**src/rtl/pcp_pkg.sv**
```systemverilog
// Shared constants, types and sigmoid table for the phase congruency pixel unit.
`default_nettype none
package pcp_pkg;

    localparam int MAX_SCALES = 16;
    localparam int CNT_W      = $clog2(MAX_SCALES + 1);

    localparam int IN_W   = 16;                   // Q1.14 response width
    localparam int EPS_W  = 14;
    localparam int CFG_W  = 16;
    localparam int SUM_W  = 21;                   // signed response sums
    localparam int ASUM_W = 22;                   // amplitude sum
    localparam int PEAK_W = 17;                   // amplitude peak
    localparam int RAD_W  = 42;                   // radicand of the square root
    localparam int ROOT_W = RAD_W / 2;
    localparam int NUM_W  = ASUM_W + 16;          // dividend, scaled by 2^16
    localparam int DEN_W  = 23;                   // divisor
    localparam int OUT_W  = 16;

    localparam int Q_DEPTH = 4;
    localparam int Q_PTR_W = $clog2(Q_DEPTH);

    localparam int SIG_DEPTH = 256;
    localparam int SIG_LOG   = $clog2(SIG_DEPTH);
    localparam int SIG_SHIFT = 30 - SIG_LOG;      // fraction bits of the table position
    localparam int U_W       = 32;                // |cutoff - spread| * gain
    localparam int IDX_W     = U_W - SIG_SHIFT;
    localparam int TAB_W     = 17;

    typedef enum logic [1:0] {
        CFG_EPSILON = 2'd0,
        CFG_GAIN    = 2'd1,
        CFG_CUTOFF  = 2'd2
    } t_cfg_idx;

    typedef struct packed {
        logic signed [IN_W-1:0] even;
        logic signed [IN_W-1:0] first;
        logic signed [IN_W-1:0] second;
        logic                   close;     // pixel completes with this beat
    } t_item;

    typedef logic [TAB_W-1:0] t_sig_tab [SIG_DEPTH+1];

    // shift-subtract quotient, used only while the table is built
    function automatic logic [63:0] sig_div(input logic [63:0] num, input logic [63:0] den);
        logic [63:0] q;
        logic [64:0] rem;
        q   = '0;
        rem = '0;
        for (int b = 63; b >= 0; b--) begin
            rem = {rem[63:0], num[b]};
            if (rem >= {1'b0, den}) begin
                rem  = rem - {1'b0, den};
                q[b] = 1'b1;
            end
        end
        return q;
    endfunction

    // g(u) = round(65536/(1+exp(u))), u = 16k/SIG_DEPTH, integer series for exp.
    function automatic t_sig_tab sig_build();
        t_sig_tab    tab;
        logic [63:0] v;
        logic [63:0] s;
        logic [63:0] term;
        logic [63:0] one;
        one = 64'd1 << 31;
        for (int k = 0; k <= SIG_DEPTH; k++) begin
            v    = (64'(k) << 31) >> (4 + SIG_LOG);
            s    = one;
            term = one;
            for (int n = 1; n <= 7; n++) begin
                term = sig_div((term * v) >> 31, 64'(n));
                if ((n & 1) == 1) begin
                    s = s - term;
                end else begin
                    s = s + term;
                end
            end
            for (int i = 0; i < 8; i++) begin
                s = (s * s + (64'd1 << 30)) >> 31;
            end
            tab[k] = TAB_W'(sig_div((s << 16) + ((one + s) >> 1), one + s));
        end
        return tab;
    endfunction

    localparam t_sig_tab SIG_TABLE = sig_build();

endpackage
`default_nettype wire

```
**src/rtl/pcp_sqrt.sv**
```systemverilog
// Bit-serial floor square root, one result bit per cycle.
`default_nettype none
module pcp_sqrt
    import pcp_pkg::*;
(
    input  wire logic              i_clk,
    input  wire logic              i_rst_n,
    input  wire logic              i_start,
    input  wire logic [RAD_W-1:0]  i_rad,
    output logic                   o_done,
    output logic [ROOT_W-1:0]      o_root
);

    localparam int SC_W  = $clog2(ROOT_W);
    localparam int REM_W = ROOT_W + 3;

    logic [RAD_W-1:0]  r_rad;
    logic [REM_W-1:0]  r_rem;
    logic [ROOT_W-1:0] r_root;
    logic [SC_W-1:0]   r_cnt;
    logic              r_busy;
    logic              r_done;
    logic [REM_W-1:0]  w_rem_sh;
    logic [REM_W-1:0]  w_trial;
    logic              w_fit;

    assign w_rem_sh = {r_rem[REM_W-3:0], r_rad[RAD_W-1 -: 2]};
    assign w_trial  = REM_W'({r_root, 2'b01});
    assign w_fit    = (w_rem_sh >= w_trial);
    assign o_done   = r_done;
    assign o_root   = r_root;

    always_ff @(posedge i_clk) begin
        if (!i_rst_n) begin
            r_busy <= 1'b0;
            r_done <= 1'b0;
            r_cnt  <= '0;
        end else begin
            r_done <= 1'b0;
            if (i_start) begin
                r_busy <= 1'b1;
                r_cnt  <= '0;
            end else if (r_busy) begin
                r_cnt <= r_cnt + SC_W'(1);
                if (r_cnt == SC_W'(ROOT_W - 1)) begin
                    r_busy <= 1'b0;
                    r_done <= 1'b1;
                end
            end
        end
    end

    always_ff @(posedge i_clk) begin
        if (i_start) begin
            r_rad  <= i_rad;
            r_rem  <= '0;
            r_root <= '0;
        end else if (r_busy) begin
            r_rad <= {r_rad[RAD_W-3:0], 2'b00};
            if (w_fit) begin
                r_rem  <= w_rem_sh - w_trial;
                r_root <= {r_root[ROOT_W-2:0], 1'b1};
            end else begin
                r_rem  <= w_rem_sh;
                r_root <= {r_root[ROOT_W-2:0], 1'b0};
            end
        end
    end

endmodule
`default_nettype wire

```
**config.mk**
```make
export PLATFORM = sky130hd
export DESIGN_NAME = pcp_sqrt
export DESIGN_NICKNAME = d
export VERILOG_FILES = /design/src/rtl/pcp_pkg.sv /design/src/rtl/pcp_sqrt.sv
export SDC_FILE = /design/constraint.sdc
export NUM_CORES = 1
export LEC_CHECK = 0
export ABC_CLOCK_PERIOD_IN_PS = 2600
export BUFFER_PORTS_ARGS = -buffer_cell sky130_fd_sc_hd__buf_2
export CORE_AREA = 5 5 112 114
export DETAILED_ROUTE_END_ITERATION = 10
export DIE_AREA = 0 0 117 119
export GPL_ROUTABILITY_DRIVEN = 0
export HOLD_SLACK_MARGIN = 0.02
export MAX_ROUTING_LAYER = met4
export PLACE_DENSITY = 0.69
export RECOVER_POWER = 25
export SYNTH_ARGS = -nofsm -noshare
export SYNTH_HDL_FRONTEND = slang
export SYNTH_SLANG_ARGS = --single-unit
```
**constraint.sdc**
```tcl
create_clock -name i_clk -period 2.6 [get_ports i_clk]
set_input_delay 0.13 -clock i_clk [delete_from_list [all_inputs] [get_ports i_clk]]
set_output_delay 0.13 -clock i_clk [all_outputs]
set_load 0.05 [all_outputs]
```
==> results.toml, run 1 <==
[outcome]
status = "finished clean"

[cts]
cts_tree = "yes"
cts_max_path_buffers = 2
htreeDepth = 3
clk_pin_slew_ns = 0.06
clockRootBuffer = "clkbuf_16"
cts_buffers = 9
cts.sinks = 92
worstSkewPairLatency_ns = 0.34

[timing]
worst_pin_slew_ns = 1.42
period_minus_slack_ns = 2.48
report.final.setup_viol = 0
fin_crit_sh = 0.953
fmax_mhz = 403
relSlewSlack = 0.0516
fin_skew_ns = 0.00564
hold_viol_final = 0
setup_tns_ns = 0
slew_violations = 0
rsz0062_at_grt = "true"
layout_setup_ws_ns = 0.122

[floorplanning]
die_area_um2 = 13900
ioPinCount = 67
die_height_um = 119
rows = 39
design.core.area_um2 = 11300
fp.dieW_um = 117
initial_core_util = 0.439

[worst_setup_path]
cp_top_family = "compound AO/OA/AOI/OAI gates"
start_kind = "flop"
required_ns = 2.87
slowest_delay_ns = 0.42
cp-end-kind = "flop"
worstPathCellList = "inv_1, ha_1, o211ai_1, o21ai_0, o211ai_1, buf_4, a211oi_1, nor3_1, o31ai_1, a22o_1"
rrSetupSlack_ns = 0.12
timing.rr.end = "r_rem[13]$_SDFFE_PP0P_"
r2r-start = "o_root[5]$_SDFFE_PP0P_"
crit_top_cell = "o211ai_1"
critPathBufInv = 2
criticalPathCategory = "reg2reg"
cp.arrival_ns = 2.75
crit_fanout = 6
critPathSlowestCell = "ha_1"
rr_worst_depth = 10

[placed_design]
place_ws_ns = 0.0845
port_buffers = 66
hpwlAfterDp_um = 8110
placed_cell_area_um2 = 5500

[pwr]
power.total_w = 0.00598
power_density_nw_per_um2 = 1030
vdd_drop_max_v = 0.000515
p_leak_nw = 2.29

[synth]
netlist_instances = 478
synth-main-ff-cell = "dfxtp_1"
synth-seq-cells = 92
synthesis.nets = 548
ys_top_cells_by_area = "edfxtp_1 25%, dfxtp_1 20%, mux2_2 9.1%"
ys_seq_area_frac = 0.455
synth_edf_count = 42
ys_types = 59
syn_area_per_cell_um2 = 10.4
yosys.area.top_type = "edfxtp_1"
synthArstFlopShare = 0
synth_area_um2 = 4970
synth_warnings = 0
synth_top_area_share = 0.254

[route]
num_vias = 3841
viasPerCell = 5.47
wire_per_inst_um = 15.8
ant_nets = 0
first_pass_iters = 5
drt-initial-drc-count = 242
drc = 0
drt-total-wl_um = 11100

[layout]
stdcell_area_um2 = 5790
syn_to_final_growth_pct = 16.5
postLayoutCoreUtil = 0.511
diodes = 0
mostFrequentLayoutCells = "49 x dfxtp_1, 46 x nor2_1, 46 x buf_2"
final_common_cell = "dfxtp_1"
drive_above_1_share = 0.245
fin_nets = 624

[global_route]
grt_max_degree = 65
grt_pass1_vias = 3912
grt_usage = 0.169
antenna_found_initial = 0
grt-ovfl-total = 0
grt_pass1_wl_um = 18600

[min_path]
hold_start = "i_rad[1]"
hold_path_depth = 2
min_path_type = "in2reg"
min_to = "r_rad[1]$_SDFFCE_PN0P_"

[job]
drv_cap = 0
## per-stage QoR
stage	hold slack, ns	cells
after detailed placement	0.371	683
after CTS	0.0731	700
after global placement	0.358	683
after global routing	0.0859	702
final	0.0845	702
after floorplan	0.258	478
## cell type report
class	count	area [um2]
clock inverters	7	51.3
clock buffers	9	225
repair buffers	86	453
flip-flops and latches	92	2260
inverters	29	109
fillers	1041	5530
multi-input cells	336	2510
well taps	143	179
## cells in the mapped netlist (4+ instances only)
master / count
a211oi_1: 5
a21o_1: 5
a21oi_1: 23
a32oi_1: 8
buf_1: 6
clkbuf_1: 8
dfxtp_1: 50
edfxtp_1: 42
ha_1: 25
inv_1: 29
mux2_2: 40
mux2i_1: 27
nand2_1: 34
nand4_1: 5
nor2_1: 46
nor2b_1: 4
nor3_1: 8
o211ai_1: 5
o21a_1: 5
o21ai_0: 21
o21ai_1: 7
xnor2_1: 7
xor2_1: 13
## per-layer routing
layer | GRT usage | vias to the layer above | part of all wire
li1 | - | 1896 | -
met1 | 0.230 | 1838 | 0.47
met2 | 0.258 | 96 | 0.48
met3 | 0.0248 | 11 | 0.042
met4 | 0.0609 | 0 | 0.013
met5 | - | - | 0
## how the worst max path moves through the flow
| stage | startpoint | end | cells after the start |
|---|---|---|---|
| 2_1_floorplan | o_root[19]$_SDFFE_PP0P_ | r_rem[21]$_SDFFE_PP0P_ | 10 |
| 3_3_place_gp | o_root[8]$_SDFFE_PP0P_ | r_rem[10]$_SDFFE_PP0P_ | 9 |
| 3_5_place_dp | o_root[8]$_SDFFE_PP0P_ | r_rem[10]$_SDFFE_PP0P_ | 9 |
| 4_1_cts | o_root[8]$_SDFFE_PP0P_ | r_rem[10]$_SDFFE_PP0P_ | 9 |
| 5_1_grt | o_root[6]$_SDFFE_PP0P_ | r_rem[13]$_SDFFE_PP0P_ | 10 |
| 6_report | o_root[5]$_SDFFE_PP0P_ | r_rem[13]$_SDFFE_PP0P_ | 10 |
## worst reg2reg max path, stage by stage (launching register included)
cell and delay [ns]:
dfxtp_1 0.37, inv_1 0.06, ha_1 0.42, o211ai_1 0.15, o21ai_0 0.20, o211ai_1 0.11
buf_4 0.17, a211oi_1 0.39, nor3_1 0.10, o31ai_1 0.28, a22o_1 0.17
## power breakdown
group	internal (W)	total (W)	switching, W
combinational	0.00133	0.00297	0.00164
sequential	0.00169	0.00179	0.000101
clock	0.000653	0.00122	0.000566
total	0.00368	0.00598	0.00231
## cells by family (layout without fill, tap and decap cells)
group	count (synthesis)	in the layout	share of synthesized area
AND/OR/NAND/NOR	120	120	0.115
AO/OA/AOI/OAI	104	104	0.143
flip-flops	92	92	0.455
multiplexers	67	67	0.145
buffers and inverters	50	131	0.0430
adder cells (fa/ha/maj)	25	25	0.0629
XOR/XNOR	20	20	0.0352
## what timing repair did
| item | in CTS | in global routing |
|---|---|---|
| setup buffers | 0 | 2 |
| setup endpoints to repair | 0 | 17 |
| endpoints found under the hold margin | 1 | 0 |
| hold buffers | 1 | 0 |
| resized for setup | 0 | 5 |
## sequential cells by signal (all words and copies together), names as in the netlist
signal / count
r_rem: 22
r_cnt: 5
o_root: 21
r_busy: 1
o_done: 1
r_rad: 42
(Power assumes the default switching activity.)
==> run 2, diff against run 1 <==
--- a/config.mk
+++ b/config.mk
@@ -7,14 +7,15 @@
 export LEC_CHECK = 0
 export ABC_CLOCK_PERIOD_IN_PS = 2600
 export BUFFER_PORTS_ARGS = -buffer_cell sky130_fd_sc_hd__buf_2
-export CORE_AREA = 5 5 112 114
+export CORE_AREA = 2 2 109 111
 export DETAILED_ROUTE_END_ITERATION = 10
-export DIE_AREA = 0 0 117 119
+export DIE_AREA = 0 0 111 113
 export GPL_ROUTABILITY_DRIVEN = 0
-export HOLD_SLACK_MARGIN = 0.02
+export HOLD_SLACK_MARGIN = 0.05
 export MAX_ROUTING_LAYER = met4
 export PLACE_DENSITY = 0.69
 export RECOVER_POWER = 25
+export REMOVE_ABC_BUFFERS = 1
 export SYNTH_ARGS = -nofsm -noshare
 export SYNTH_HDL_FRONTEND = slang
 export SYNTH_SLANG_ARGS = --single-unit
==> results.toml, run 2 (same netlist as run 1, synthesis figures left out) <==
[min_path]
min_path_type = "in2reg"

[timing]
hold_viol_final = 0
rsz0062_at_grt = "false"
setup_tns_ns = 0
report.final.setup_viol = 0
holdWs_ns = 0.0646
slew_violations = 34
worst_pin_slew_ns = 1.68
fin_skew_ns = 0.00548
fmax_mhz = 403
relSlewSlack = -0.123
fin_crit_sh = 0.955
period_minus_slack_ns = 2.48

[route]
drt-total-wl_um = 10900
first_pass_iters = 4
wire_per_inst_um = 15.5
viasPerCell = 5.46
num_vias = 3855
drt-initial-drc-count = 214
ant_nets = 0
drc = 0

[global_route]
grt_pass1_vias = 3764
grt_usage = 0.184
grt_pass1_wl_um = 18200
antenna_found_initial = 0
grt_max_degree = 43
grt-ovfl-total = 0

[layout]
largest_reg_flops = 42
syn_to_final_growth_pct = 17.7
final_common_cell = "buf_2"
diodes = 0
fill_cells = 1031
stdcell_count = 706
postLayoutCoreUtil = 0.519
largest-register = "r_rad"
mostFrequentLayoutCells = "64 x buf_2, 49 x dfxtp_1, 46 x nor2_1"
drive_above_1_share = 0.282
fin_nets = 628

[outcome]
violations = "max-capacitance violations, max-slew violations"
status = "complete, but fails checks"

[worst_setup_path]
cp.arrival_ns = 2.76
critPathSlowestCell = "dfxtp_1"
start_kind = "flop"
cp-end-kind = "flop"
crit_fanout = 6
slowest_delay_ns = 0.41
worstPathCellList = "inv_1, ha_2, o211ai_1, o21ai_0, o211ai_1, a21oi_1, nor2_1, a311o_1, o21ai_1"
crit_top_cell = "o211ai_1"
required_ns = 2.88
criticalPathCategory = "reg2reg"

[pwr]
p_leak_nw = 2.40
vdd_drop_max_v = 0.000461
power.total_w = 0.00598
power_density_nw_per_um2 = 1020

[cts]
clk_pin_slew_ns = 0.07
worstSkewPairLatency_ns = 0.35
cts_max_path_buffers = 2
cts_buffers = 9
cts_tree = "yes"
clockRootBuffer = "clkbuf_16"
htreeDepth = 3
cts.sinks = 92

[job]
drv_cap = 1

[floorplanning]
rows = 39
ioPinCount = 67
design.core.area_um2 = 11300
fp.dieW_um = 111
initial_core_util = 0.441
die_height_um = 113
die_area_um2 = 12500

[placed_design]
hpwlAfterDp_um = 7920
port_buffers = 66
dp_cells = 689
[run 2: cell types whose count changed in the layout (fill, tap and decap cells not counted), moves of 2 or more]
| cell | delta |
|---|---|
| clkinv_1 | -2 |
| clkbuf_1 | -17 |
| buf_2 | +18 |
| buf_4 | +4 |
[run 2: per-stage QoR]
step	worst slack, ns	instance area [um2]
2_1_floorplan	-0.563	4870
3_3_place_gp	0.227	5550
3_5_place_dp	0.123	5550
4_1_cts	0.0809	5840
5_1_grt	0.0146	5850
6_report	0.117	5850
[run 2: final timing paths]
path	start	endpoint	slack, ns	cells after the start
worst max-delay path	o_root[6]$_SDFFE_PP0P_	r_rem[19]$_SDFFE_PP0P_	0.12	9
worst min-delay path	i_rad[0]	r_rad[0]$_SDFFCE_PN0P_	0.06	2
worst max register to register	o_root[6]$_SDFFE_PP0P_	r_rem[19]$_SDFFE_PP0P_	0.12	9
worst min register to register	r_busy$_SDFF_PN0_	o_done$_SDFF_PP0_	0.48	2
[run 2: critical path: cells and delay by family, from the launching register on]
family	cells	cell delay [ns]
flops	1	0.41
simple gates	1	0.10
compound gates	6	1.42
buf+inv	1	0.07
fa+ha+maj	1	0.40
[run 2: timing repair]
item,4_1_cts,5_1_grt
setup buffers,0,0
resized for setup,0,5
hold endpoints to repair,1,0
hold buffers,1,0
setup endpoints to repair,0,8
[run 2: power breakdown]
group          total, W  internal [W]  switching (W)
combinational   0.00294       0.00131        0.00163
sequential      0.00179       0.00169      0.0000979
clock           0.00125      0.000663       0.000586
[run 2: final cells by class]
class	count	area, um2	share of cell area
inverters	29	109	0.0186
repair buffers	90	504	0.0862
multi-input cells	336	2510	0.429
clock buffers	9	225	0.0385
clock inverters	7	58.8	0.0101
well taps	143	179	0.0306
flip-flops and latches	92	2260	0.387
[run 2: routing by layer]
| metal | routed length, um | up-vias | GRT usage | part of all wire |
|---|---|---|---|---|
| met1 | 5010 | 1808 | 0.234 | 0.46 |
| met5 | 0 | - | - | 0 |
| met3 | 731 | 19 | 0.0423 | 0.067 |
| li1 | - | 1903 | - | - |
| met4 | 208 | 0 | 0.0692 | 0.019 |
| met2 | 4970 | 125 | 0.290 | 0.46 |
