### src/rtl/pcp_pkg.sv
// Shared constants, types and sigmoid table for the phase congruency pixel unit.
`default_nettype none
package pcp_pkg;

    localparam int MAX_SCALES = 16;
    localparam int CNT_W      = $clog2(MAX_SCALES + 1);

    localparam int IN_W   = 16;                   // Q1.14 response width
    localparam int EPS_W  = 14;
    localparam int CFG_W  = 16;
    localparam int SUM_W  = 21;                   // signed response sums
    localparam int ASUM_W = 22;                   // amplitude sum
    localparam int PEAK_W = 17;                   // amplitude peak
    localparam int RAD_W  = 42;                   // radicand of the square root
    localparam int ROOT_W = RAD_W / 2;
    localparam int NUM_W  = ASUM_W + 16;          // dividend, scaled by 2^16
    localparam int DEN_W  = 23;                   // divisor
    localparam int OUT_W  = 16;

    localparam int Q_DEPTH = 4;
    localparam int Q_PTR_W = $clog2(Q_DEPTH);

    localparam int SIG_DEPTH = 256;
    localparam int SIG_LOG   = $clog2(SIG_DEPTH);
    localparam int SIG_SHIFT = 30 - SIG_LOG;      // fraction bits of the table position
    localparam int U_W       = 32;                // |cutoff - spread| * gain
    localparam int IDX_W     = U_W - SIG_SHIFT;
    localparam int TAB_W     = 17;

    typedef enum logic [1:0] {
        CFG_EPSILON = 2'd0,
        CFG_GAIN    = 2'd1,
        CFG_CUTOFF  = 2'd2
    } t_cfg_idx;

    typedef struct packed {
        logic signed [IN_W-1:0] even;
        logic signed [IN_W-1:0] first;
        logic signed [IN_W-1:0] second;
        logic                   close;     // pixel completes with this beat
    } t_item;

    typedef logic [TAB_W-1:0] t_sig_tab [SIG_DEPTH+1];

    // shift-subtract quotient, used only while the table is built
    function automatic logic [63:0] sig_div(input logic [63:0] num, input logic [63:0] den);
        logic [63:0] q;
        logic [64:0] rem;
        q   = '0;
        rem = '0;
        for (int b = 63; b >= 0; b--) begin
            rem = {rem[63:0], num[b]};
            if (rem >= {1'b0, den}) begin
                rem  = rem - {1'b0, den};
                q[b] = 1'b1;
            end
        end
        return q;
    endfunction

    // g(u) = round(65536/(1+exp(u))), u = 16k/SIG_DEPTH, integer series for exp.
    function automatic t_sig_tab sig_build();
        t_sig_tab    tab;
        logic [63:0] v;
        logic [63:0] s;
        logic [63:0] term;
        logic [63:0] one;
        one = 64'd1 << 31;
        for (int k = 0; k <= SIG_DEPTH; k++) begin
            v    = (64'(k) << 31) >> (4 + SIG_LOG);
            s    = one;
            term = one;
            for (int n = 1; n <= 7; n++) begin
                term = sig_div((term * v) >> 31, 64'(n));
                if ((n & 1) == 1) begin
                    s = s - term;
                end else begin
                    s = s + term;
                end
            end
            for (int i = 0; i < 8; i++) begin
                s = (s * s + (64'd1 << 30)) >> 31;
            end
            tab[k] = TAB_W'(sig_div((s << 16) + ((one + s) >> 1), one + s));
        end
        return tab;
    endfunction

    localparam t_sig_tab SIG_TABLE = sig_build();

endpackage
`default_nettype wire

### src/rtl/pcp_front.sv
// Input side: accepts scale beats, marks pixel-closing beats, queues them for the back end.
`default_nettype none
module pcp_front
    import pcp_pkg::*;
(
    input  wire logic                   i_clk,
    input  wire logic                   i_rst_n,
    input  wire logic                   i_in_valid,
    output logic                        o_in_stall,
    input  wire logic signed [IN_W-1:0] i_even_response,
    input  wire logic signed [IN_W-1:0] i_riesz_first,
    input  wire logic signed [IN_W-1:0] i_riesz_second,
    input  wire logic                   i_last_scale,
    input  wire logic                   i_pop,
    output logic                        o_avail,
    output t_item                       o_item
);

    t_item                r_q [Q_DEPTH];
    logic [Q_PTR_W-1:0]   r_wr;
    logic [Q_PTR_W-1:0]   r_rd;
    logic [Q_PTR_W:0]     r_fill;
    logic [CNT_W-1:0]     r_cnt;
    logic [CNT_W-1:0]     n_cnt;
    logic                 w_push;
    logic                 w_pop;
    logic                 w_close;

    assign o_in_stall = (r_fill == (Q_PTR_W+1)'(Q_DEPTH));
    assign o_avail    = (r_fill != '0);
    assign o_item     = r_q[r_rd];
    assign w_push     = i_in_valid && !o_in_stall;
    assign w_pop      = i_pop && o_avail;
    assign n_cnt      = r_cnt + CNT_W'(1);
    assign w_close    = i_last_scale || (n_cnt == CNT_W'(MAX_SCALES));

    always_ff @(posedge i_clk) begin
        if (!i_rst_n) begin
            r_wr   <= '0;
            r_rd   <= '0;
            r_fill <= '0;
            r_cnt  <= '0;
        end else begin
            if (w_push) begin
                r_wr  <= r_wr + Q_PTR_W'(1);
                r_cnt <= w_close ? '0 : n_cnt;
            end
            if (w_pop) begin
                r_rd <= r_rd + Q_PTR_W'(1);
            end
            r_fill <= r_fill + (Q_PTR_W+1)'(w_push) - (Q_PTR_W+1)'(w_pop);
        end
    end

    always_ff @(posedge i_clk) begin
        if (w_push) begin
            r_q[r_wr] <= '{even: i_even_response, first: i_riesz_first,
                           second: i_riesz_second, close: w_close};
        end
    end

    a_fill_bound: assert property (@(posedge i_clk) disable iff (!i_rst_n)
        r_fill <= (Q_PTR_W+1)'(Q_DEPTH))
        else $error("queue fill above depth");

    a_push_lands: assert property (@(posedge i_clk) disable iff (!i_rst_n)
        (w_push && !w_pop) |=> (r_fill != '0))
        else $error("pushed beat not visible");

endmodule
`default_nettype wire

### config.mk
export PLATFORM = sky130hd
export DESIGN_NAME = pcp_front
export DESIGN_NICKNAME = d
export VERILOG_FILES = /design/src/rtl/pcp_pkg.sv /design/src/rtl/pcp_front.sv
export SDC_FILE = /design/constraint.sdc
export NUM_CORES = 1
export LEC_CHECK = 0
export ABC_AREA = 1
export BUFFER_PORTS_ARGS = -buffer_cell sky130_fd_sc_hd__buf_2
export CAP_MARGIN = 10
export CORE_ASPECT_RATIO = 1.5
export CORE_MARGIN = 4
export CORE_UTILIZATION = 40
export DETAILED_ROUTE_END_ITERATION = 6
export GPL_ROUTABILITY_DRIVEN = 0
export PLACE_DENSITY = 0.7
export SLEW_MARGIN = 20
export SYNTH_ARGS = -nofsm -noshare
export SYNTH_HDL_FRONTEND = slang
export SYNTH_SLANG_ARGS = --single-unit
### constraint.sdc
create_clock -name i_clk -period 3.1 [get_ports i_clk]
set_clock_uncertainty 0.15 [all_clocks]
set_input_delay 0.31 -clock i_clk [delete_from_list [all_inputs] [get_ports i_clk]]
set_output_delay 0.31 -clock i_clk [all_outputs]
set_load 0.1 [all_outputs]
==> out/qor.yml, run 1 <==
status: "finished, final reports clean"
hold_ws_ns: 0.03108
drive_gt1_share_pct: 23.16
synthArstFlopShare_pct: 0
clock_latency_ns: 0.47
endpoint_kind: "output port"
final_util_pct: 50.35
crit_fanout: 37
drtIter0Drc: 411
required_ns: 2.64
p_int_mw: 5.350
placed_area_sq_mm: 0.008841
worst_slew_pin_slew_ns: 0.5142
viasPerCell: 5.055
synth_seq_area_share_pct: 77.12
synth.most_common_cell: "edfxtp_1"
leakagePower_nw: 3.538
cts_tree: "done"
synth_flop_cell: "edfxtp_1"
crit_arrival_ns: 2.42
synth_edf_count: 196
fmax_ghz: 0.3467
switchingPower_mw: 4.516
nets: 784
syn-cell-area_sq_mm: 0.007995
wirelength_mm: 16.75
drc_errors: 0
synth_top_area_share_pct: 73.62
startpoint_type: "register"
grt_pass1_wl_mm: 26.09
postRouteAntennaNets: 0
row_count: 63
hpwl_mm: 10.05
first_pass_iters: 4
cts_buffers: 19
maxCapViolations: 0
routedWlPerCell_microns: 16.84
die_area_sq_mm: 0.02236
synth_area_leaders: "edfxtp_1, o21ai_0, nor2_1"
grt_util_met1_pct: 16.96
ir_drop_mv: 0.6637
nFillCells: 1682
finalCriticalPeriod_ns: 2.884
synth_fp_nets: 628
io_pins: 104
clockPowerShare_pct: 22.2
ys_warn_count: 0
io_buffers: 103
synthCells: 567
seqPwrFrac_pct: 36.5
clock_path_buffers: 3
grt_max_degree: 41
synth_common_cells: "edfxtp_1, nor2_1, o21ai_0"
root_buffer: "clkbuf_16"
initial_core_util_pct: 40.57
dieWidth_microns: 123.4
switching_share_pct: 45.77
power-per-cell-area_mw_per_mm2: 994.4
grt-busiest-layer: "met2"
core_sq_mm: 0.01971
grt.met2_usage_pct: 28.08
slew_viol_final: 0
slowest_stage: "dfxtp_4"
syn_area_per_cell_sq_um: 14.10
met3_usage_pct: 2.787
worstPathBufferInverterCount: 2
hp-class: "input port to register"
timing.final.ws_setup_ns: 0.2157
cts_max_level: 1
postCtsResizedCells: 0
fin_crit_sh_pct: 93.04
crit_type: "register to output port"
netlist.top_cell.by_area: "edfxtp_1"
combPwrFrac_pct: 41.3
cts_num_sinks: 210
rsz0062_at_grt: "no"
finalSetupViolCount: 0
num_vias: 5030
grtUsageTotal_pct: 14.91
critPathTopFamily: "buffers and inverters"
syn2layout_area_growth_pct: 24.10
grt_overflow_total: 0
finalHoldViolations: 0
ys_seq_elements: 210
antenna_found_initial: 2
grt_pass1_vias: 5082
ys_types: 29
finalInstanceArea_sq_mm: 0.009922
fin_tns_setup_ns: 0
die_y_microns: 181.2
critPathMaxStageDelay_ns: 0.61
pre_cts_slack_ns: 0.6728
cts.reportedPaths.clkPinSlew_ns: 0.07
relSlewSlack_pct: 65.64
crit_chain: "buf_4 > o21ai_0 > o22ai_1 > buf_2"
timing repair:
action,CTS,global route
endpoints found under the hold margin,194,0
hold buffers,49,0
buffers inserted,0,0
per-layer routing:
metal	routed length [microns]	vias to the layer above
met5	12	-
met4	262	2
met3	894	21
met2	8925	123
met1	6658	2476
li1	-	2408
area by class of cell:
cell class	instances	area [sq um]	share of cell area, %
clock inverter	7	38.79	0.3909
multi-input combinational	303	1604	16.17
sequential	210	6171	62.19
antenna	1	2.502	0.02522
clock buffer	25	549.3	5.536
timing repair buffer	167	1144	11.53
tap	260	325.3	3.279
inverter	22	87.58	0.8827
flip-flops by register name, indices dropped and copies added, names as in the netlist, named ones only:
register  flops
r_cnt         5
r_wr          2
r_fill        3
r_q         196
r_rd          2
logic make-up after synthesis:
kind of cell,share of synthesized area (%)
flip-flops,77.12
AND/OR/NAND/NOR,6.964
buffers and inverters,3.192
adder cells (fa/ha/maj),1.346
multiplexers,0.1252
AO/OA/AOI/OAI,10.92
XOR/XNOR,0.3287
path summary, 6_finish.rpt:
check | from | to | slack, ns | cells after the start
max | register | o_item[11] | 0.22 | 4
min reg2reg | r_rd[0] | register | 0.33 | 1
min | i_last_scale | r_q[2][0] | 0.03 | 3
max reg2reg | r_fill[1] | r_fill[2] | 0.89 | 11
power by group through the flow:
stage	logic (mW)	clock network (mW)	registers, mW
final	4.08	2.19	3.60
after global routing	4.29	2.36	3.63
after CTS	4.12	2.26	3.60
after detailed placement	4.06	0	3.66
after global placement	4.03	0	3.65
after floorplan	3.37	0	3.60
worst reg2reg max path: stages (launching register included):
cell	delay, ns
dfxtp_1	0.37
nor2_4	0.16
nand2_2	0.08
nand2_4	0.22
ha_1	0.28
inv_1	0.05
ha_1	0.14
inv_1	0.05
fa_1	0.36
inv_1	0.07
o21ai_0	0.08
a21oi_1	0.12
through the flow:
step	cells	total power, mW
3_3_place_gp	913	7.678
6_report	995	9.866
5_1_grt	995	10.28
3_5_place_dp	913	7.723
2_1_floorplan	567	6.978
4_1_cts	994	9.975
layout by cell type, fill, tap and decap left out, types with 3 or more instances in the layout:
master         Yosys  final
nor2_2             5      5
clkbuf_16          0     20
edfxtp_1         196    196
o22ai_1           49     49
nand2_1            8      8
o21ai_1           13     13
nor2_4             1      5
o21ai_0           90     90
inv_4              2      4
nor2_1           105    101
dfxtp_1           14     12
dlygate4sd3_1      0     49
ha_1               7      7
inv_1             19     19
buf_2              9    103
a21oi_1            8      8
clkbuf_8           0      3
clkinv_2           0      3
nand2_4            4      4
buf_4              5     13
Power figures use the tool's default switching activity.
==> run 2, diff against run 1 <==
- CTS_BUF_LIST: default -> sky130_fd_sc_hd__clkbuf_2
==> run 2 against run 1 <==
Effect of this change: sequential share of layout area about the same; via count grew 3.4%; highest routed layer unchanged; clock power is 21% lower; largest power group unchanged.
==> out/qor.yml, run 2 (synthesis gave the netlist of run 1 again) <==
finalHoldViolations: 0
num_vias: 5203
largest_register_ffs: 196
die_y_microns: 181.2
clock_latency_ns: 0.69
p_int_mw: 4.962
hp-class: "input port to register"
hpwl_mm: 10.05
nets: 817
rsz0062_at_grt: "no"
switching_share_pct: 47.97
switchingPower_mw: 4.574
power_mw: 9.535
cts_setup_buffers: 0
wirelength_mm: 16.96
mostFrequentLayoutCell: "edfxtp_1"
grt_overflow_total: 0
largest_register: "r_q"
finalSetupViolCount: 0
seqPwrFrac_pct: 37.7
ir_drop_mv: 0.7034
crit_type: "register to output port"
cts_buffers: 47
initial_core_util_pct: 40.57
routedWlPerCell_microns: 16.10
finalCriticalPeriod_ns: 2.910
endpoint_kind: "output port"
first_pass_iters: 4
grt_max_degree: 41
root_buffer: "clkbuf_2"
fin_crit_sh_pct: 93.86
cts_num_sinks: 210
fin_tns_setup_ns: 0
final_util_pct: 50.38
combPwrFrac_pct: 44.1
hold_ws_ns: 0.2111
reg.largest.list: "r_q: 196 flops, r_cnt: 5 flops, r_fill: 3 flops"
fmax_ghz: 0.3437
grtUsageTotal_pct: 15.18
nFillCells: 1730
startpoint_type: "register"
crit_fanout: 37
cts_max_level: 2
core_sq_mm: 0.01971
status: "finished, final reports clean"
grt_pass1_vias: 5327
required_ns: 2.64
clock_path_buffers: 3
drive_gt1_share_pct: 27.05
placed_area_sq_mm: 0.008841
viasPerCell: 4.941
postRouteAntennaNets: 0
io_buffers: 103
drc_errors: 0
cts.reportedPaths.clkPinSlew_ns: 0.11
crit_arrival_ns: 2.45
leakagePower_nw: 3.637
finalInstanceArea_sq_mm: 0.009928
slew_viol_final: 0
die_area_sq_mm: 0.02236
dieWidth_microns: 123.4
layout_common_cells: "edfxtp_1, nor2_1, o21ai_0"
cts_tree: "done"
worst_slew_pin_slew_ns: 0.5218
grt_pass1_wl_mm: 26.57
timing.rr.start: "r_fill[1]"
io_pins: 104
drtIter0Drc: 304
hold_start: "i_riesz_second[15]"
clockPowerShare_pct: 18.2
power-per-cell-area_mw_per_mm2: 960.4
antenna_found_initial: 3
syn2layout_area_growth_pct: 24.18
row_count: 63
relSlewSlack_pct: 65.13
maxCapViolations: 0
## run 2: routing by layer
metal / track usage, % / up-vias / wire [microns]
met1: 16.52 / 2544 / 6535
met3: 3.163 / 19 / 836
met2: 28.24 / 135 / 9304
met5: 0 / - / 12
li1: - / 2503 / -
met4: 5.676 / 2 / 266
## run 2: what timing repair did
action | 4_1_cts | 5_1_grt
hold buffers | 54 | 0
endpoints found under the hold margin | 210 | 0
gates resized for setup | 22 | 12
setup endpoints to repair | 22 | 36
## run 2: path summary, 6_finish.rpt
| check | to | slack [ns] | depth (start not counted) |
|---|---|---|---|
| setup / recovery | o_item[46] | 0.19 | 4 |
| hold / removal | r_q[0][16] | 0.21 | 2 |
| setup reg to reg | r_wr[1] | 0.76 | 7 |
| hold reg to reg | register | 0.33 | 2 |
## run 2: critical path, stage by stage, from the launching register on
cell	delay, ns
dfxtp_4	0.64
buf_4	0.36
nor2_1	0.08
o22ai_1	0.21
buf_2	0.47
## run 2: power by group through the flow
stage	combinational [mW]	sequential (mW)	clock [mW]
after floorplan	3.37	3.60	0
after global placement	4.03	3.65	0
after detailed placement	4.06	3.66	0
after CTS	4.21	3.59	1.81
after global routing	4.42	3.63	1.94
final	4.21	3.60	1.73
## run 2: per-stage QoR
stage | setup WS (ns) | std cells
floorplan | -0.3574 | 567
global placement | 0.7146 | 913
detailed placement | 0.6728 | 913
CTS | 0.0009863 | 1051
global route | 0.01063 | 1053
finish | 0.1904 | 1053
## run 2: final cells by class
| cell class | instances | area, sq um | share of cell area [%] |
|---|---|---|---|
| diodes | 2 | 5.005 | 0.05041 |
| clock buffers | 66 | 330.3 | 3.327 |
| clock inverters | 18 | 125.1 | 1.260 |
| inverters | 22 | 92.59 | 0.9326 |
| multi-input cells | 303 | 1604 | 16.16 |
| flip-flops and latches | 210 | 6171 | 62.16 |
| well taps | 260 | 325.3 | 3.277 |
| repair buffers | 172 | 1275 | 12.84 |
==> run 3, diff against run 2 <==
- CORE_MARGIN: 4 -> 2
- PLACE_DENSITY: 0.7 -> 0.68
- clock period: 3.1 -> 2.9 ns (I/O delays scaled with it)
==> run 3 against run 2 <==
Effect of this change: sequential share of layout area shrank 0.52 points; first-iteration DRC count grew 2.0%; register-to-register slack lost 0.05 ns; combinational power grew 11%; worst setup slack lost 0.041 ns; critical path depth is the same; clock-buffer cell count shrank 8; design area grew 0.84%; routed wire length grew 4.2%; via count grew 0.96%; largest power group unchanged.
==> out/qor.yml, run 3 (synthesis gave the netlist of run 1 again) <==
grtUsageTotal_pct: 16.56
syn2layout_area_growth_pct: 25.23
cts_buffers: 48
drtIter0Drc: 310
slew_viol_final: 0
grt_overflow_total: 0
largest_register_ffs: 196
initial_core_util_pct: 40.57
finalSetupViolCount: 0
crit_type: "register to output port"
nFillCells: 1717
drive_gt1_share_pct: 27.08
finalInstanceArea_sq_mm: 0.01001
crit_chain: "buf_8 > o21ai_0 > o22ai_1 > buf_4"
cts_num_sinks: 210
timing.final.ws_setup_ns: 0.1495
worst_slew_pin_slew_ns: 0.5173
critPathTopFamily: "buffers and inverters"
hp-class: "input port to register"
viasPerCell: 4.979
cts_max_level: 2
io_pins: 104
rsz0062_at_grt: "no"
timing.rr.start: "r_fill[1]"
hold_ws_ns: 0.1433
cts_tree: "done"
maxCapViolations: 0
num_vias: 5253
required_ns: 2.46
first_pass_iters: 4
hold_start: "i_riesz_second[1]"
placed_area_sq_mm: 0.008828
power_mw: 10.36
crit_fanout: 49
antenna_found_initial: 1
worstPathBufferInverterCount: 2
fin_crit_sh_pct: 94.85
drc_errors: 0
relSlewSlack_pct: 65.51
grt_max_degree: 50
dieWidth_microns: 119.4
nets: 819
mostFrequentLayoutCell: "edfxtp_1"
finalCriticalPeriod_ns: 2.751
startpoint_type: "register"
pre_cts_slack_ns: 0.4796
sequential_cell_area_sq_mm: 0.006171
core_sq_mm: 0.01971
crit_arrival_ns: 2.31
grt_pass1_wl_mm: 27.11
fmax_ghz: 0.3636
io_buffers: 103
hpwl_mm: 10.05
reg.largest.list: "r_q: 196 flops, r_cnt: 5 flops, r_fill: 3 flops"
endpoint_kind: "output port"
multi_input_area_sq_mm: 0.001617
status: "finished, final reports clean"
fin_tns_setup_ns: 0
routedWlPerCell_microns: 16.74
layout_common_cells: "edfxtp_1, nor2_1, o21ai_0"
root_buffer: "clkbuf_2"
finalHoldViolations: 0
critPathMaxStageDelay_ns: 0.38
cts.reportedPaths.clkPinSlew_ns: 0.11
clock_path_buffers: 3
clock_latency_ns: 0.74
wirelength_mm: 17.66
die_y_microns: 177.2
ir_drop_mv: 0.8056
power-per-cell-area_mw_per_mm2: 1035
row_count: 63
die_area_sq_mm: 0.02116
postRouteAntennaNets: 0
leakagePower_nw: 3.666
slowest_stage: "dfxtp_2"
largest_register: "r_q"
grt_pass1_vias: 5475
## run 3: changes by cell type in the layout (fill, tap and decap cells not counted), moves of 4 or more
cell      change
clkinv_1      +6
clkinv_2      +4
buf_6         +7
buf_2        -13
clkbuf_4      -6
buf_4        +14
clkbuf_2      -8
## run 3: per-layer routing
metal / wire length, microns / share of wire (%) / GRT usage, %
met1: 6871 / 39 / 17.71
met2: 9512 / 54 / 31.06
met3: 871 / 4.9 / 3.769
met4: 405 / 2.3 / 7.108
met5: 0 / 0 / 0
## run 3: path summary, 6_finish.rpt
kind | endpoint | slack [ns] | depth (start not counted)
setup / recovery | o_item[42] | 0.15 | 4
hold / removal | r_q[2][2] | 0.14 | 2
setup reg to reg | r_fill[2] | 0.71 | 11
hold reg to reg | register | 0.33 | 1
## run 3: final cells by class
cell class / instances / share of cell area, %
multi-input cells: 303 / 16.15
well taps: 260 / 3.249
diodes: 1 / 0.02499
clock inverters: 28 / 1.675
repair buffers: 173 / 13.37
inverters: 22 / 0.9998
flip-flops and latches: 210 / 61.63
clock buffers: 58 / 2.899
## run 3: worst register-to-register path: stages, from the launching register on
cell	delay, ns
dfxtp_1	0.38
nor2_4	0.16
nand2_2	0.08
nand2_4	0.22
ha_1	0.28
inv_1	0.07
ha_1	0.13
inv_1	0.05
fa_1	0.36
inv_1	0.07
o21ai_0	0.08
a21oi_1	0.12
## run 3: stage by stage
step / cells / utilization (%)
floorplan: 567 / -
global placement: 913 / 44.80
detailed placement: 913 / 44.80
CTS: 1052 / 50.60
global route: 1055 / 50.81
finish: 1055 / 50.81
## run 3: report_power, final
group | switching [mW] | internal (mW)
combinational | 3.76 | 0.928
sequential | 0.128 | 3.69
clock | 1.11 | 0.752
total | 5.00 | 5.37
## run 3: timing repair
action	4_1_cts	5_1_grt
buffers inserted	1	2
pin swaps	0	0
hold buffers	52	0
endpoints found under the setup margin	49	38
endpoints found under the hold margin	210	0
gates resized for setup	53	8
