## src/rtl/pcp_pkg.sv

```systemverilog
// Shared constants, types and sigmoid table for the phase congruency pixel unit.
`default_nettype none
package pcp_pkg;

    localparam int MAX_SCALES = 16;
    localparam int CNT_W      = $clog2(MAX_SCALES + 1);

    localparam int IN_W   = 16;                   // Q1.14 response width
    localparam int EPS_W  = 14;
    localparam int CFG_W  = 16;
    localparam int SUM_W  = 21;                   // signed response sums
    localparam int ASUM_W = 22;                   // amplitude sum
    localparam int PEAK_W = 17;                   // amplitude peak
    localparam int RAD_W  = 42;                   // radicand of the square root
    localparam int ROOT_W = RAD_W / 2;
    localparam int NUM_W  = ASUM_W + 16;          // dividend, scaled by 2^16
    localparam int DEN_W  = 23;                   // divisor
    localparam int OUT_W  = 16;

    localparam int Q_DEPTH = 4;
    localparam int Q_PTR_W = $clog2(Q_DEPTH);

    localparam int SIG_DEPTH = 256;
    localparam int SIG_LOG   = $clog2(SIG_DEPTH);
    localparam int SIG_SHIFT = 30 - SIG_LOG;      // fraction bits of the table position
    localparam int U_W       = 32;                // |cutoff - spread| * gain
    localparam int IDX_W     = U_W - SIG_SHIFT;
    localparam int TAB_W     = 17;

    typedef enum logic [1:0] {
        CFG_EPSILON = 2'd0,
        CFG_GAIN    = 2'd1,
        CFG_CUTOFF  = 2'd2
    } t_cfg_idx;

    typedef struct packed {
        logic signed [IN_W-1:0] even;
        logic signed [IN_W-1:0] first;
        logic signed [IN_W-1:0] second;
        logic                   close;     // pixel completes with this beat
    } t_item;

    typedef logic [TAB_W-1:0] t_sig_tab [SIG_DEPTH+1];

    // shift-subtract quotient, used only while the table is built
    function automatic logic [63:0] sig_div(input logic [63:0] num, input logic [63:0] den);
        logic [63:0] q;
        logic [64:0] rem;
        q   = '0;
        rem = '0;
        for (int b = 63; b >= 0; b--) begin
            rem = {rem[63:0], num[b]};
            if (rem >= {1'b0, den}) begin
                rem  = rem - {1'b0, den};
                q[b] = 1'b1;
            end
        end
        return q;
    endfunction

    // g(u) = round(65536/(1+exp(u))), u = 16k/SIG_DEPTH, integer series for exp.
    function automatic t_sig_tab sig_build();
        t_sig_tab    tab;
        logic [63:0] v;
        logic [63:0] s;
        logic [63:0] term;
        logic [63:0] one;
        one = 64'd1 << 31;
        for (int k = 0; k <= SIG_DEPTH; k++) begin
            v    = (64'(k) << 31) >> (4 + SIG_LOG);
            s    = one;
            term = one;
            for (int n = 1; n <= 7; n++) begin
                term = sig_div((term * v) >> 31, 64'(n));
                if ((n & 1) == 1) begin
                    s = s - term;
                end else begin
                    s = s + term;
                end
            end
            for (int i = 0; i < 8; i++) begin
                s = (s * s + (64'd1 << 30)) >> 31;
            end
            tab[k] = TAB_W'(sig_div((s << 16) + ((one + s) >> 1), one + s));
        end
        return tab;
    endfunction

    localparam t_sig_tab SIG_TABLE = sig_build();

endpackage
`default_nettype wire

```

## src/rtl/pcp_div.sv

```systemverilog
// Restoring divider, one quotient bit per cycle, quotient saturated to 16 bits.
`default_nettype none
module pcp_div
    import pcp_pkg::*;
(
    input  wire logic              i_clk,
    input  wire logic              i_rst_n,
    input  wire logic              i_start,
    input  wire logic [NUM_W-1:0]  i_num,
    input  wire logic [DEN_W-1:0]  i_den,
    output logic                   o_done,
    output logic [OUT_W-1:0]       o_quot
);

    localparam int DC_W  = $clog2(NUM_W);
    localparam int REM_W = DEN_W + 1;

    logic [NUM_W-1:0] r_num;
    logic [NUM_W-1:0] r_q;
    logic [REM_W-1:0] r_rem;
    logic [DEN_W-1:0] r_den;
    logic [DC_W-1:0]  r_cnt;
    logic             r_busy;
    logic             r_done;
    logic [REM_W-1:0] w_rem_sh;
    logic             w_fit;

    assign w_rem_sh = {r_rem[DEN_W-1:0], r_num[NUM_W-1]};
    assign w_fit    = (w_rem_sh >= {1'b0, r_den});
    assign o_done   = r_done;

    // zero divisor gives zero; anything at or above 2^16 saturates
    always_comb begin
        if (r_den == '0) begin
            o_quot = '0;
        end else if (|r_q[NUM_W-1:OUT_W]) begin
            o_quot = '1;
        end else begin
            o_quot = r_q[OUT_W-1:0];
        end
    end

    always_ff @(posedge i_clk) begin
        if (!i_rst_n) begin
            r_busy <= 1'b0;
            r_done <= 1'b0;
            r_cnt  <= '0;
        end else begin
            r_done <= 1'b0;
            if (i_start) begin
                r_busy <= 1'b1;
                r_cnt  <= '0;
            end else if (r_busy) begin
                r_cnt <= r_cnt + DC_W'(1);
                if (r_cnt == DC_W'(NUM_W - 1)) begin
                    r_busy <= 1'b0;
                    r_done <= 1'b1;
                end
            end
        end
    end

    always_ff @(posedge i_clk) begin
        if (i_start) begin
            r_num <= i_num;
            r_den <= i_den;
            r_rem <= '0;
            r_q   <= '0;
        end else if (r_busy) begin
            r_num <= {r_num[NUM_W-2:0], 1'b0};
            if (w_fit) begin
                r_rem <= w_rem_sh - {1'b0, r_den};
                r_q   <= {r_q[NUM_W-2:0], 1'b1};
            end else begin
                r_rem <= w_rem_sh;
                r_q   <= {r_q[NUM_W-2:0], 1'b0};
            end
        end
    end

endmodule
`default_nettype wire

```

## config.mk

```make
export PLATFORM = sky130hd
export DESIGN_NAME = pcp_div
export DESIGN_NICKNAME = d
export VERILOG_FILES = /design/src/rtl/pcp_pkg.sv /design/src/rtl/pcp_div.sv
export SDC_FILE = /design/constraint.sdc
export NUM_CORES = 1
export LEC_CHECK = 0
export ABC_AREA = 1
export BUFFER_PORTS_ARGS = -buffer_cell sky130_fd_sc_hd__buf_2
export CAP_MARGIN = 20
export CORE_ASPECT_RATIO = 1.4
export CORE_MARGIN = 5
export CORE_UTILIZATION = 55
export CTS_CLUSTER_SIZE = 40
export DETAILED_ROUTE_END_ITERATION = 10
export PLACE_DENSITY = 0.82
export SYNTH_ARGS = -nofsm -noshare
export SYNTH_HDL_FRONTEND = slang
export SYNTH_SLANG_ARGS = --single-unit
```

## constraint.sdc

```tcl
create_clock -name i_clk -period 3.05 [get_ports i_clk]
set_input_delay 0.1525 -clock i_clk [delete_from_list [all_inputs] [get_ports i_clk]]
set_output_delay 0.1525 -clock i_clk [all_outputs]
set_load 0.02 [all_outputs]
```

==> results of run 1 <==
## cells in the mapped netlist (3+ instances only)
cell      instances
nor2_1           54
nor3_1           10
nor2_4            3
and2_1            3
clkbuf_1         18
xor2_1            3
ha_1             25
a21boi_1          5
nand2_2           7
o21ai_1           7
o21ai_0           8
o21bai_1          6
nand3_1          37
nor4_1            5
nor2_2            4
nand2_1         286
o22ai_1          36
nand4_1          13
edfxtp_1         61
dfxtp_1          69
buf_6             3
inv_1           125
a21oi_1          49
## worst max-delay path, stage by stage, from the launching register on
cell and delay [ns]:
edfxtp_1 0.39, inv_1 0.06, ha_1 0.34, nand2_2 0.11, inv_1 0.05, a21oi_2 0.16, nand2_2 0.11, nand2_2 0.11
nand4_4 0.47, or2_2 0.49, nand3_1 0.08, nand2_1 0.06
## placed cells by master, fill, tap and decap left out, types with 3 or more instances in the layout
master	count
nand2_1	286
o21ai_1	7
nor2_4	3
and2_1	3
bufinv_16	3
dlygate4sd3_1	35
nor2_2	4
buf_4	7
ha_1	25
nand4_1	13
buf_2	80
nor3_1	10
dfxtp_1	69
a21boi_1	5
a21oi_1	49
o21ai_0	8
o21bai_1	6
nand2_2	7
nor2_1	54
edfxtp_1	61
nand3_1	37
clkinv_4	3
clkinvlp_4	4
clkbuf_16	17
o22ai_1	36
nor4_1	5
xor2_1	3
inv_1	124
## power by group
group | internal, mW | switching (mW)
Clock | 1.29 | 0.816
Combinational | 0.155 | 0.251
Sequential | 1.93 | 0.0340
Total | 3.37 | 1.10
## flip-flops by register name (all words and copies together) (netlist names)
name,count
r_busy,1
r_rem,23
r_cnt,6
r_q,38
r_den,23
o_done,1
r_num,38
## worst max path at each step
| stage | from | endpoint | slack [ns] | cells past startpoint |
|---|---|---|---|---|
| 6_report | r_den[6] | r_rem[12] | 0.48 | 11 |
| 5_1_grt | r_den[6] | r_rem[12] | 0.30 | 11 |
| 4_1_cts | r_q[28] | o_quot[1] | 0.50 | 7 |
| 3_5_place_dp | r_den[14] | r_rem[12] | 0.53 | 13 |
| 3_3_place_gp | r_den[11] | r_rem[12] | 0.59 | 11 |
| 2_1_floorplan | r_busy | r_num[0] | 0.77 | 3 |
## metrics by stage
stage               hold slack [ns]  area (sq um)
floorplan                     0.251          6680
global placement              0.329          7220
detailed placement            0.331          7220
CTS                        0.000147          8180
global route                0.00743          8180
finish                      0.00818          8180
## layout make-up
cell class	count	area, sq um	share of cell area, %
Sequential cell	130	3210	39.3
Tap cell	147	184	2.25
Inverter	126	473	5.78
Timing Repair Buffer	123	823	10.1
Clock buffer	17	425	5.20
Clock inverter	15	184	2.25
Multi-Input combinational cell	578	2880	35.2
## logic make-up (layout without fill, tap and decap cells)
| family | Yosys count | count (layout) |
|---|---|---|
| compound gates | 118 | 118 |
| xor+xnor | 5 | 5 |
| fa+ha+maj | 26 | 26 |
| buf+inv | 151 | 281 |
| flops | 130 | 130 |
| simple gates | 429 | 429 |
## layer usage
metal / global-route usage [%] / share of wire [%] / up-vias / wire length (microns)
met5: 0 / 0 / - / 0
li1: - / - / 3037 / -
met1: 25.7 / 37 / 2832 / 6230
met2: 43.0 / 53 / 212 / 8860
met4: 13.9 / 5.0 / 0 / 835
met3: 6.12 / 5.2 / 68 / 871
==> flow_metrics.tcl, run 1 <==
set metrics [dict create \
    die_h_microns 140 \
    dp.cells 1069 \
    grt_pass1_wl_mm 27.9 \
    drv_slew 0 \
    critPathLaunchType "flip-flop" \
    diodes 0 \
    num_rows 47 \
    antenna_found_initial 0 \
    critPathCaptureType "flip-flop" \
    r2r_start "r_den[6]" \
    first_pass_iters 5 \
    place_hpwl_mm 11.1 \
    crit_arrival_ns 2.88 \
    viasPerCell 5.41 \
    ant_nets 0 \
    cts_tree "done" \
    whs_path_depth 3 \
    hold_buffers 35 \
    leakage_nw 3.87 \
    routed_wl_mm 16.8 \
    instances_no_fill 1136 \
    cts_sinks 130 \
    post_cts_buffers 0 \
    fin_util_pct 68.8 \
    synthXorXnorAreaFrac_pct 0.656 \
    yosys-top-cells-area "edfxtp_1 27%, dfxtp_1 21%, nand2_1 16%" \
    rsz0062_at_grt "no" \
    synth_edf_count 61 \
    status "finished clean" \
    synth_mux_area_share_pct 0 \
    r2r_slack_ns 0.48 \
    cts_buffer_depth 2 \
    worstHoldStart "i_num[21]" \
    cts_resized 0 \
    ys_ff_latch 130 \
    tightest_slew_ns 0.917 \
    finalCritPeriodShare_pct 84.4 \
    cts.clk_slew.worst_paths_ns 0.07 \
    start_util_pct 56.2 \
    r2r-end "r_rem[12]" \
    grt_pass1_vias 6290 \
    ys_types 39 \
    fin_crit_ns 2.57 \
    max_cap_viol_count 0 \
    first_iter_violations 355 \
    synth_nets 949 \
    peakVddDrop_v 0.000513 \
    synth_top_area_share_pct 27.4 \
    setup_viol 0 \
    gp_congestion 1.00 \
    path_class "flip-flop to flip-flop" \
    async_reset_ff_share_pct 0 \
    layout_setup_ws_ns 0.476 \
    dieArea_sq_mm 0.0145 \
    syn2layout_area_growth_pct 22.4 \
    place_ws_ns 0.534 \
    finalClockSkew_ns 0.0131 \
    io_buffer_count 80 \
    power_mw 4.47 \
    cts_buffers 17 \
    synthSimpleGateAreaFrac_pct 27.2 \
    min_to "r_num[21]" \
    synth_fa_ha_area_share_pct 4.98 \
    finalSetupTns_ns 0 \
    track_usage_pct 24.4 \
    hold_path.class "primary input to flip-flop" \
    synth_top_cell_by_area "edfxtp_1" \
    synth.cell_area_sq_mm 0.00668 \
    reg2reg_depth 11 \
    yosysSeqAreaShare_pct 48.1 \
    yosys_warnings 0 \
    synth_compound_gate_area_share_pct 10.2 \
    core_area_sq_mm 0.0119 \
    cts-root-buf "clkbuf_16" \
    drc 0 \
    die_w_microns 103 \
    ioPinCount 81 \
    clock_latency_ns 0.42 \
    fin_nets 1066 \
    synthFlopType "dfxtp_1" \
    cp_max_fo 36 \
    synth_top_family_by_area "simple AND/OR/NAND/NOR gates" \
    pwr_density_cell_mw_per_mm2 547 \
    via_count 6149 \
    slew-limit-headroom_pct 38.5 \
    syn_avg_cell_area_sq_um 7.78 \
    cp.required_ns 3.36 \
    grt-ovfl-total 0 \
    fmax_mhz 388 \
    drive_gt1_share_pct 14.4 \
    htree_num_levels 4 \
    fill_cells 900 \
    netlist_instances 859 \
    wl_per_cell_microns 14.8 \
    grt_max_degree 75 \
    final_hold_viol_count 0 \
]
(Power assumes the default switching activity.)
==> inputs of run 2 (changes only) <==
==> constraint.sdc (replaced) <==
create_clock -name i_clk -period 2.6 [get_ports i_clk]
set_input_delay 0.13 -clock i_clk [delete_from_list [all_inputs] [get_ports i_clk]]
set_output_delay 0.13 -clock i_clk [all_outputs]
set_load 0.02 [all_outputs]
==> run 2 against run 1 <==
The run now ends with hold timing left; die area stayed put; register-to-register slack worse by 0.19 ns; cell count is 1.8% higher; total power is 15% higher; sequential share of layout area is 0.64 points lower; via count is 1.8% higher; final area is 1.7% higher; global-route usage is 1.6 points higher; critical path type is now flip-flop to primary output.
==> flow_metrics.tcl, run 2 (same netlist as run 1, synthesis figures left out) <==
set metrics [dict create \
    status "finished, violations left" \
    violations "hold timing" \
    cts_buffers 17 \
    dieArea_sq_mm 0.0145 \
    diodes 0 \
    post_cts_buffers 0 \
    crit_arrival_ns 2.31 \
    cts-root-buf "clkbuf_16" \
    cts_buffer_depth 2 \
    finalClockSkew_ns 0.00659 \
    drive_gt1_share_pct 14.5 \
    setup_viol 0 \
    peakVddDrop_v 0.000516 \
    finalSetupTns_ns 0 \
    first_iter_violations 451 \
    grt-ovfl-total 0 \
    cts_tree "done" \
    clock_latency_ns 0.42 \
    r2r_slack_ns 0.29 \
    worstPathCellList "nor4_1, nand4_1, nor3_2, buf_4, a21oi_1, buf_2" \
    cts_resized 0 \
    fill_cells 867 \
    path_class "flip-flop to primary output" \
    cp.required_ns 2.47 \
    gp_congestion 1.01 \
    die_h_microns 140 \
    worstHoldStart "i_num[5]" \
    critPathCaptureType "primary output" \
    cp_max_fo 16 \
    syn2layout_area_growth_pct 24.4 \
    track_usage_pct 26.0 \
    leakage_nw 3.95 \
    htree_num_levels 4 \
    ioPinCount 81 \
    drc 0 \
    routed_wl_mm 18.2 \
    grt_max_degree 60 \
    num_rows 47 \
    critPathLaunchType "flip-flop" \
    grt_pass1_wl_mm 29.2 \
    antenna_found_initial 0 \
    tightest_slew_ns 0.810 \
    cts.clk_slew.worst_paths_ns 0.06 \
    final_hold_viol_count 2 \
    max_cap_viol_count 0 \
    fin_area_sq_mm 0.00831 \
    path_buf_inv 2 \
    slowest_stage "nor4_1" \
    min_to "r_num[5]" \
    viasPerCell 5.42 \
    reg2reg_depth 13 \
    r2r-end "r_rem[4]" \
    core_area_sq_mm 0.0119 \
    hold_buffers 51 \
    fin_nets 1086 \
    die_w_microns 103 \
    start_util_pct 56.2 \
    layout_common_cells "286 x nand2_1, 124 x inv_1, 80 x buf_2, 69 x dfxtp_1, 61 x edfxtp_1" \
    fmax_mhz 409 \
    ant_nets 0 \
    crit_start "r_den[1]" \
    wl_per_cell_microns 15.8 \
    via_count 6260 \
    cts_sinks 130 \
    r2r_start "r_den[0]" \
    drv_slew 0 \
    finalCritPeriodShare_pct 94.0 \
    io_buffer_count 80 \
    whs_path_depth 3 \
    slew-limit-headroom_pct 46.0 \
    pwr_density_cell_mw_per_mm2 618 \
    first_pass_iters 7 \
    critical-path-top-delay-family "simple AND/OR/NAND/NOR gates" \
    fin_crit_ns 2.44 \
    place_hpwl_mm 11.1 \
    placed_area_sq_mm 0.00724 \
    rsz0062_at_grt "no" \
    crit_path_max_incr_delay_ns 0.49 \
    grt_pass1_vias 6148 \
    final_common_cell "nand2_1" \
    hold_path.class "primary input to flip-flop" \
    whs_ns -0.00477 \
    top_regs "r_num: 38 flops, r_q: 38 flops" \
]
==> run 2: layout make-up <==
class                   count  area, sq um  area share [%]
inverters                 126          473            5.69
clock buffers              18          429            5.16
well taps                 147          184            2.21
flip-flops and latches    130         3210            38.7
clock inverters            14          138            1.66
multi-input cells         578         2880            34.6
repair buffers            143         1000            12.0
==> run 2: worst max path at each step <==
| stage | cells after the start | slack, ns | end |
|---|---|---|---|
| after floorplan | 3 | 0.32 | r_num[0] |
| after global placement | 13 | 0.37 | r_rem[6] |
| after detailed placement | 13 | 0.36 | r_rem[15] |
| after CTS | 6 | 0.13 | o_quot[5] |
| after global routing | 6 | 0.10 | o_quot[9] |
| final | 6 | 0.16 | o_quot[2] |
==> run 2: through the flow <==
stage	worst slack [ns]	cells	total power, mW	utilization [%]
final	0.157	1156	5.14	70.0
after global routing	0.101	1156	5.31	70.0
after CTS	0.134	1156	5.10	70.0
after detailed placement	0.359	1073	2.76	60.9
after global placement	0.370	1073	2.75	60.9
after floorplan	0.321	859	2.61	-
==> run 2: worst register-to-register path, stage by stage, from the launching register on <==
cell,delay [ns]
edfxtp_1,0.39
ha_1,0.24
fa_1,0.41
inv_1,0.09
nand2_1,0.05
nand2_1,0.07
nand3_1,0.08
nand2_2,0.13
nand2_2,0.08
nand4_4,0.11
buf_4,0.24
nor2_4,0.09
nand2_1,0.10
a21oi_1,0.09
==> run 2: power by group <==
| part | internal (mW) | switching (mW) |
|---|---|---|
| clock network | 1.41 | 0.914 |
| logic | 0.196 | 0.319 |
| registers | 2.26 | 0.0400 |
==> run 2: layer usage <==
metal / track usage, % / up-vias / share of wire [%]
met5: 0 / - / 0
met4: 13.0 / 0 / 4.7
met3: 6.22 / 71 / 5.8
met2: 45.8 / 263 / 53
met1: 28.5 / 2856 / 36
li1: - / 3070 / -
==> inputs of run 3 (changes only) <==
==> constraint.sdc (replaced) <==
create_clock -name i_clk -period 2.7 [get_ports i_clk]
set_input_delay 0.135 -clock i_clk [delete_from_list [all_inputs] [get_ports i_clk]]
set_output_delay 0.135 -clock i_clk [all_outputs]
set_load 0.02 [all_outputs]
==> run 3 against run 2 <==
The run now ends clean; combinational power shrank 3%; cell count barely moved; utilization grew 0.92 points; via count rose by 1.3%.
==> flow_metrics.tcl, run 3 (same netlist as run 1, synthesis figures left out) <==
set metrics [dict create \
    r2r-end "r_rem[15]" \
    worstHoldStart "i_num[12]" \
    top_regs "r_num: 38 flops, r_q: 38 flops" \
    path_class "flip-flop to primary output" \
    clock_latency_ns 0.42 \
    cts_buffers 17 \
    fmax_mhz 405 \
    cts_sinks 130 \
    tightest_slew_ns 0.822 \
    diodes 0 \
    drc 0 \
    hold_path.class "primary input to flip-flop" \
    dp.cells 1070 \
    grt_pass1_vias 6454 \
    cts_buffer_depth 2 \
    fin_nets 1085 \
    reg2reg_depth 15 \
    syn2layout_area_growth_pct 26.1 \
    pwr_density_cell_mw_per_mm2 629 \
    drv_slew 0 \
    start_util_pct 56.2 \
    layout_common_cells "286 x nand2_1, 124 x inv_1, 80 x buf_2, 69 x dfxtp_1, 61 x edfxtp_1" \
    setup_viol 0 \
    num_rows 47 \
    die_h_microns 140 \
    grt-ovfl-total 0 \
    io_buffer_count 80 \
    drive_gt1_share_pct 14.2 \
    via_count 6344 \
    final_hold_viol_count 0 \
    place_hpwl_mm 11.1 \
    ioPinCount 81 \
    cts.clk_slew.worst_paths_ns 0.06 \
    cts-root-buf "clkbuf_16" \
    antenna_found_initial 0 \
    cp.required_ns 2.57 \
    htree_num_levels 4 \
    status "finished clean" \
    crit_start "r_den[7]" \
    fill_cells 838 \
    grt_max_degree 75 \
    routed_wl_mm 18.4 \
    finalSetupTns_ns 0 \
    dieArea_sq_mm 0.0145 \
    peakVddDrop_v 0.000546 \
    critPathLaunchType "flip-flop" \
    finalClockSkew_ns 0.0117 \
    core_area_sq_mm 0.0119 \
    track_usage_pct 26.7 \
    leakage_nw 3.99 \
    cts_resized 0 \
    first_pass_iters 8 \
    die_w_microns 103 \
    worstPathCellList "nor4_1, nand4_1, nor3_2, buf_4, a21oi_1, buf_2" \
    first_iter_violations 497 \
    slew-limit-headroom_pct 45.2 \
    cp_max_fo 16 \
    rsz0062_at_grt "no" \
    path_buf_inv 2 \
    cts_tree "done" \
    wl_per_cell_microns 16.0 \
    gp_congestion 1.04 \
    min_to "r_num[12]" \
    critPathCaptureType "primary output" \
    critical-path-top-delay-family "simple AND/OR/NAND/NOR gates" \
    slowest_stage "nor4_1" \
    finalCritPeriodShare_pct 91.4 \
    ant_nets 0 \
    whs_path_depth 3 \
    final_common_cell "nand2_1" \
    r2r_slack_ns 0.32 \
    viasPerCell 5.49 \
    post_cts_buffers 0 \
    fin_crit_ns 2.47 \
    r2r_start "r_den[10]" \
    crit_arrival_ns 2.33 \
    grt_pass1_wl_mm 30.1 \
    crit_path_max_incr_delay_ns 0.48 \
    instances_no_fill 1155 \
    max_cap_viol_count 0 \
]
run 3: cell types whose count changed in the layout (fill, tap and decap cells not counted), sizes merged:
cell         before  now
inv             129  131
bufinv            2    5
buf              92   89
dlygate4sd3      51   53
clkinv            8    3
run 3: worst reg2reg max path, stage by stage, from the launching register on:
cell and delay (ns):
edfxtp_1 0.42, inv_1 0.11, ha_1 0.30, nand2_2 0.12
inv_1 0.07, nand2_1 0.06, nand2_1 0.06, nand2_1 0.07
nand2_1 0.06, nand2_1 0.12, nand4_4 0.28, buf_12 0.27
nor2_1 0.11, nor2_1 0.05, o21ai_1 0.11, nand2_1 0.06
run 3: layout make-up:
cell class,instances,area (sq um),share of cell area [%]
repair buffers,142,1020,12.2
inverters,126,473,5.62
clock buffers,18,429,5.10
multi-input cells,578,2880,34.1
clock inverters,14,224,2.66
flip-flops and latches,130,3210,38.2
well taps,147,184,2.18
run 3: worst max path at each step:
stage                     slack (ns)         end  cells after the start
after global placement          0.38   r_rem[21]                     13
after CTS                       0.26  o_quot[15]                      6
final                           0.23  o_quot[14]                      6
after detailed placement        0.33   r_rem[21]                     13
after global routing            0.05   r_rem[15]                     15
after floorplan                 0.42    r_num[0]                      3
run 3: timing repair:
item | in CTS | in global routing
hold buffers | 53 | 0
setup endpoints to repair | 0 | 0
endpoints found under the hold margin | 53 | 0
run 3: where the power goes:
part           leakage, nW  internal (mW)  switching, mW  total [mW]
Clock                0.318           1.66          0.928        2.58
Sequential            1.17           2.18         0.0395        2.21
Combinational         2.50          0.191          0.308       0.499
Total                 3.99           4.02           1.28        5.30
run 3: routing by layer:
layer / up-vias / track usage (%) / routed length [microns]
met5: - / 0 / 0
met4: 0 / 16.0 / 1040
met3: 80 / 4.83 / 1230
met2: 332 / 46.9 / 9640
met1: 2856 / 28.9 / 6520
li1: 3076 / - / -
run 3: through the flow:
stage	setup slack, ns	utilization [%]	instance area (sq um)	hold WS [ns]	power [mW]
CTS	0.257	70.9	8420	0.00129	5.26
detailed placement	0.329	60.9	7240	0.313	2.66
global route	0.0509	70.9	8420	0.0283	5.46
global placement	0.378	60.9	7240	0.312	2.65
finish	0.233	70.9	8420	0.00940	5.30
floorplan	0.421	-	6680	0.234	2.52
